**src/rtl/jgdc_pkg.sv**
```systemverilog
`default_nettype none
package jgdc_pkg;

   localparam int YearW = 14;
   localparam int DayNumW = 23;

   typedef enum logic [0:0] {
      OP_TO_DAY  = 1'b0,
      OP_TO_DATE = 1'b1
   } opcode_type;

   typedef enum logic [1:0] {
      SEL_JULIAN    = 2'd0,
      SEL_GREGORIAN = 2'd1,
      SEL_REFORM    = 2'd2,
      SEL_REFORM_B  = 2'd3
   } cal_select_type;

   typedef enum logic [1:0] {
      ERR_NONE  = 2'd0,
      ERR_MONTH = 2'd1,
      ERR_DAY   = 2'd2,
      ERR_RSVD  = 2'd3
   } error_type;

   // classified item from front to back
   typedef struct packed {
      logic                       to_date;
      logic [1:0]                 sel;
      logic signed [15:0]         year;
      logic [3:0]                 month;
      logic [4:0]                 day;
      logic signed [DayNumW-1:0]  day_number;
      logic [1:0]                 err;
   } item_type;

   // result item
   typedef struct packed {
      logic [DayNumW-1:0] day_count;
      logic [YearW-1:0]   year;
      logic [3:0]         month;
      logic [4:0]         day;
      logic [2:0]         weekday;
      logic               leap;
      logic               greg;
      logic [1:0]         err;
   } result_type;

   // cumulative days before month m (index 1..12)
   function automatic logic [8:0] cum_days(input logic [3:0] m, input logic leap);
      logic [8:0] v;
      unique case (m)
         4'd2:    v = 9'd31;
         4'd3:    v = 9'd59;
         4'd4:    v = 9'd90;
         4'd5:    v = 9'd120;
         4'd6:    v = 9'd151;
         4'd7:    v = 9'd181;
         4'd8:    v = 9'd212;
         4'd9:    v = 9'd243;
         4'd10:   v = 9'd273;
         4'd11:   v = 9'd304;
         4'd12:   v = 9'd334;
         default: v = 9'd0;
      endcase
      if (leap && m > 4'd2) begin
         v = v + 9'd1;
      end
      return v;
   endfunction

   // leap rule; y mod 100 and mod 400 given by caller
   function automatic logic leap_of(input logic greg, input logic [1:0] y4,
                                    input logic c100, input logic c400);
      logic r;
      if (!greg) begin
         r = (y4 == 2'd0);
      end else if (c400) begin
         r = 1'b1;
      end else if (c100) begin
         r = 1'b0;
      end else begin
         r = (y4 == 2'd0);
      end
      return r;
   endfunction

endpackage
`default_nettype wire

```
**src/rtl/jgdc_queue.sv**
```systemverilog
`default_nettype none
// two-entry queue between front and back
module jgdc_queue (
   input  wire logic                clock,
   input  wire logic                reset,
   input  wire logic                push,
   input  wire jgdc_pkg::item_type  push_item,
   output logic                     full,
   output logic                     pop_valid,
   output jgdc_pkg::item_type       pop_item,
   input  wire logic                pop
);
   import jgdc_pkg::*;

   item_type  mem_ff [2];
   logic      wr_ptr_ff, wr_ptr_in;
   logic      rd_ptr_ff, rd_ptr_in;
   logic [1:0] count_ff, count_in;

   assign full = (count_ff == 2'd2);
   assign pop_valid = (count_ff != 2'd0);
   assign pop_item = mem_ff[rd_ptr_ff];

   always_comb begin
      wr_ptr_in = wr_ptr_ff ^ push;
      rd_ptr_in = rd_ptr_ff ^ pop;
      count_in = count_ff + {1'b0, push} - {1'b0, pop};
   end

   always_ff @(posedge clock) begin
      if (reset) begin
         wr_ptr_ff <= 1'b0;
         rd_ptr_ff <= 1'b0;
         count_ff <= 2'd0;
      end else begin
         wr_ptr_ff <= wr_ptr_in;
         rd_ptr_ff <= rd_ptr_in;
         count_ff <= count_in;
      end
   end

   always_ff @(posedge clock) begin
      if (push) begin
         mem_ff[wr_ptr_ff] <= push_item;
      end
   end
endmodule
`default_nettype wire

```
**config.mk**
```make
export PLATFORM = sky130hd
export DESIGN_NAME = jgdc_queue
export DESIGN_NICKNAME = d
export VERILOG_FILES = /design/src/rtl/jgdc_pkg.sv /design/src/rtl/jgdc_queue.sv
export SDC_FILE = /design/constraint.sdc
export NUM_CORES = 1
export LEC_CHECK = 0
export ABC_AREA = 1
export BUFFER_PORTS_ARGS = -buffer_cell sky130_fd_sc_hd__buf_2
export CAP_MARGIN = 20
export CORE_MARGIN = 2
export CORE_UTILIZATION = 40
export CTS_BUF_LIST = sky130_fd_sc_hd__clkbuf_2
export DETAILED_ROUTE_END_ITERATION = 10
export PLACE_DENSITY = 0.72
export SYNTH_ARGS = -nofsm -noshare
export SYNTH_HDL_FRONTEND = slang
export SYNTH_SLANG_ARGS = --single-unit
```
**constraint.sdc**
```tcl
create_clock -name clock -period 2.6 [get_ports clock]
set_input_delay 0.52 -clock clock [delete_from_list [all_inputs] [get_ports clock]]
set_output_delay 0.52 -clock clock [all_outputs]
set_load 0.01 [all_outputs]
```
Word level (Yosys, flattened, before mapping) --
Memory sizes are Yosys's and may differ from the RTL's. A register that Yosys moved wholly into a read port is not among the register bits. Cells that the tools add are included.
Word-level totals: register bits after elaboration 4, bits in writable memories 106, input bits 57, output and inout bits 55, word-level logic and storage cells 13, memories kept 1
Cells by class: add/subtract/negate cells 2, eq/ne operators 1, mux-type cells 3, bitwise operators 2, reductions and logical operators 1
Memories:
- mem_ff | words 2, width 53, rd ports 1, clocked after Yosys merged registers in 1, write ports 1, line jgdc_queue.sv:15 | item_type mem_ff [2];
Operators with widths (number):
- two-way mux 1 bit | 3
- adder 2 x 1 -> 2 bit | 1
- equality test 2 bit, second input constant | 1
- nonzero test 2 bit | 1
- subtractor 2 x 1 -> 2 bit | 1
- bitwise XOR 1 bit | 2

Logic depth before layout (Yosys ltp) --
depth after elaboration 2, gate-level depth with buffers 9, depth with buffers taken out 9

Worst setup path after synthesis --
OpenSTA, ideal clock, no wires.
path kind input to register, start input port push, end memory mem_ff[0][0] (netlist bit) (enable), library setup time 416 ps, data arrival time 1825 ps, required time 2184 ps, path slack 359 ps, stages 1, path through ha_1
Between the ends: longest elaborated chain between the ends 2
Ends and longest elaborated chain:
- start: declaration | line jgdc_queue.sv:6 | input wire logic push,
- two-way mux 1 bit | line jgdc_queue.sv:43 | if (push) begin
- two-way mux 1 bit (implied by the code) | line jgdc_queue.sv:44 | mem_ff[wr_ptr_ff] <= push_item;
- end: declaration | line jgdc_queue.sv:15
Every way passes these cells.

==> results.md <==
- Fin Clk Skew: 0.0176 ns
- Root Buffer: clkbuf_2
- Clock power frac: 0.202
- Fin nets: around 390
- HP Class: primary input to flop
- Clock tree buffer depth: 2
- Critical Path Sink Type: output port
- Layout fillers: ~900
- Initial core utilization: 0.413
- Int Pwr: about 2500 uW
- Clk slew on worst S/H paths: around 0.28 ns
- PortBufs: between 100 and 150
- Fmax achieved: between 0.4 and 0.5 GHz
- Leak pwr: 0.00208 uW
- Endpoints failing setup: 0
- Reg power frac: 0.639
- Avg WL per Cell: roughly 15 um
- Max-Cap Viols: 0
- Final Worst Setup Slack: 0.268 ns
- Die X-Extent: 107 um
- Post-CTS Hold Buffers: 0
- Mapped Avg Cell Area: 22.3 um2
- Detailed-route DRC error count: 0
- Critical Path Start Type: flop
- Met1 GRT Util: 0.140
- Cells after DPL: 439
- Mapped Nets: 253
- Final cycle utilization of the critical path: 0.897
- RSZ-0062 raised after global routing: false
- Min cycle time layout: around 2.3 ns
- Setup tns final: 0 ns
- Status: complete, no violations
- Routed WL: approximately 7 mm
- Area Growth Syn to Fin: 19.8%
- Routability cong.: between 0.6 and 0.7
- Most frequent cells in the layout: buf_2, edfxtp_1, mux2_4, buf_4, clkbuf_2
- Antenna violations before repair: 0
- Seq/Total Area, Yosys: 0.762
- First-pass GRT wire length: ~10 mm
- Final Max Tran Viols: 0
- Routed Antenna Nets: 0
- Cells after synthesis: approximately 190
- Pwr/cell area: ~640 nW/um2
- Vias in the first global route: about 2,100
- Overflow after GRT: 0
- Htree depth: 3
- Combinational share of power: 0.159
- Reg area: approximately 3300 um2
- HPWL Detailed: between 4 and 5 mm
- Critical path class: flop to output port
- Slew Limit Headroom: 0.707
- Place WS: roughly 0.73 ns
- Initial drt markers: 57
- Cell Area, Synth: around 4300 um2
- Yosys cell types: 13
- M2 GR Usage: 0.207
- Largest net degree at the start of global routing: 32
- Multi-input logic area: just under 900 um2
- GR peak layer: met2
- Commonest non-fill, non-tap cell in the layout: buf_2
- Net Sw Frac: 0.246
- Die Ht: 107 um
- Arrival time worst endpoint: approximately 1.8 ns
- P_sw: a little over 800 uW
- Die area: between 10,000 and 15,000 um2
- Post-CTS setup repair buffer count: 0
- Number of cells upsized or downsized after cts: 0
- CTS tree: built
- # IOs: between 100 and 150
- Max rail drop VDD: 0.000279 V
- Vias: around 2,100
- Non-Filler Instances: around 470
- Synth Register Bits: 110
- CTS buffer count: 9
- Clk sinks: between 100 and 150
- Hold Vio Cnt, Final: 0
- Share of cells above drive strength 1: 0.602
- Vias/cell: between 4 and 5
- 1st-pass router iterations: 4
- Worst-Skew Late Latency: around 0.53 ns
- Core area: ~10,000 um2
- M3 GR Usage: 0.0393
- YS warnings: 0
- Total Routing Usage GR: 0.120
- ANT cells: 0
- Rows: 37
- CP required: roughly 2.1 ns
- Tightest Pin Transition: between 0.4 and 0.5 ns
- Critical-path maximum fanout: 31
## state kept, by name (all words and copies together) (netlist names)
| name | cells |
|---|---|
| mem_ff | 106 |
| wr_ptr_ff | 1 |
| count_ff | 2 |
| rd_ptr_ff | 1 |
## routing by layer
| layer | up-vias | share of wire |
|---|---|---|
| met5 | - | 0 |
| met4 | 0 | 0.013 |
| met3 | 9 | 0.070 |
| met2 | 72 | 0.52 |
| met1 | 1029 | 0.40 |
| li1 | 999 | - |
## synth_stat cells
| cell | count | share of area |
|---|---|---|
| a21oi_1 | 1 | 0.0012 |
| buf_12 | 5 | 0.023 |
| buf_6 | 1 | 0.0026 |
| dfxtp_1 | 4 | 0.019 |
| edfxtp_1 | 106 | 0.74 |
| ha_1 | 4 | 0.012 |
| inv_1 | 7 | 0.0061 |
| mux2_2 | 4 | 0.011 |
| mux2_4 | 49 | 0.17 |
| nand2_1 | 4 | 0.0035 |
| nand3_1 | 1 | 0.0012 |
| nor2_1 | 5 | 0.0044 |
| xnor2_1 | 1 | 0.0020 |
## power by group through the flow
stage	Clock (uW)	Combinational, uW	Sequential, uW
CTS	708	501	2110
global placement	0	491	2140
finish	662	520	2100
global route	772	564	2110
detailed placement	0	500	2150
floorplan	0	348	2130
## layout make-up
| type | count | share of cell area |
|---|---|---|
| Clock buffer | 9 | 0.00877 |
| Clock inverter | 7 | 0.00951 |
| Inverter | 7 | 0.00512 |
| Multi-Input combinational cell | 69 | 0.173 |
| Sequential cell | 110 | 0.636 |
| Tap cell | 136 | 0.0331 |
| Timing Repair Buffer | 127 | 0.134 |
## metrics by stage
stage | instance area [um2] | power [uW] | hold WS (ns) | utilization
floorplan | 4280 | 2480 | 0.517 | -
detailed placement | 4960 | 2650 | 0.561 | 0.479
CTS | 5060 | 3320 | 0.0692 | 0.488
global placement | 4960 | 2630 | 0.533 | 0.479
finish | 5130 | 3280 | 0.149 | 0.495
global route | 5130 | 3450 | 0.0354 | 0.495
## cells by family after synthesis
logic type,Yosys count,synth area share
buf+inv,13,0.0321
flops,110,0.762
xor+xnor,1,0.00204
simple gates,10,0.00905
mux,53,0.182
fa+ha+maj,4,0.0117
compound gates,1,0.00117
## worst max-delay path, stage by stage (launching register included)
cell	delay (ns)
dfxtp_4	0.52
buf_12	0.27
mux2_4	0.33
buf_2	0.14
## final timing paths
path | startpoint | end | slack (ns) | cells past startpoint
max | rd_ptr_ff$_SDFF_PP0_ | pop_item[14] | 0.27 | 3
min | push_item[47] | mem_ff[0][47]$_DFFE_PP_ | 0.15 | 1
max reg2reg | wr_ptr_ff$_SDFF_PP0_ | mem_ff[0][16]$_DFFE_PP_ | 1.31 | 3
min reg2reg | wr_ptr_ff$_SDFF_PP0_ | wr_ptr_ff$_SDFF_PP0_ | 0.58 | 3
No activity file was read; power rests on OpenSTA's default activity.
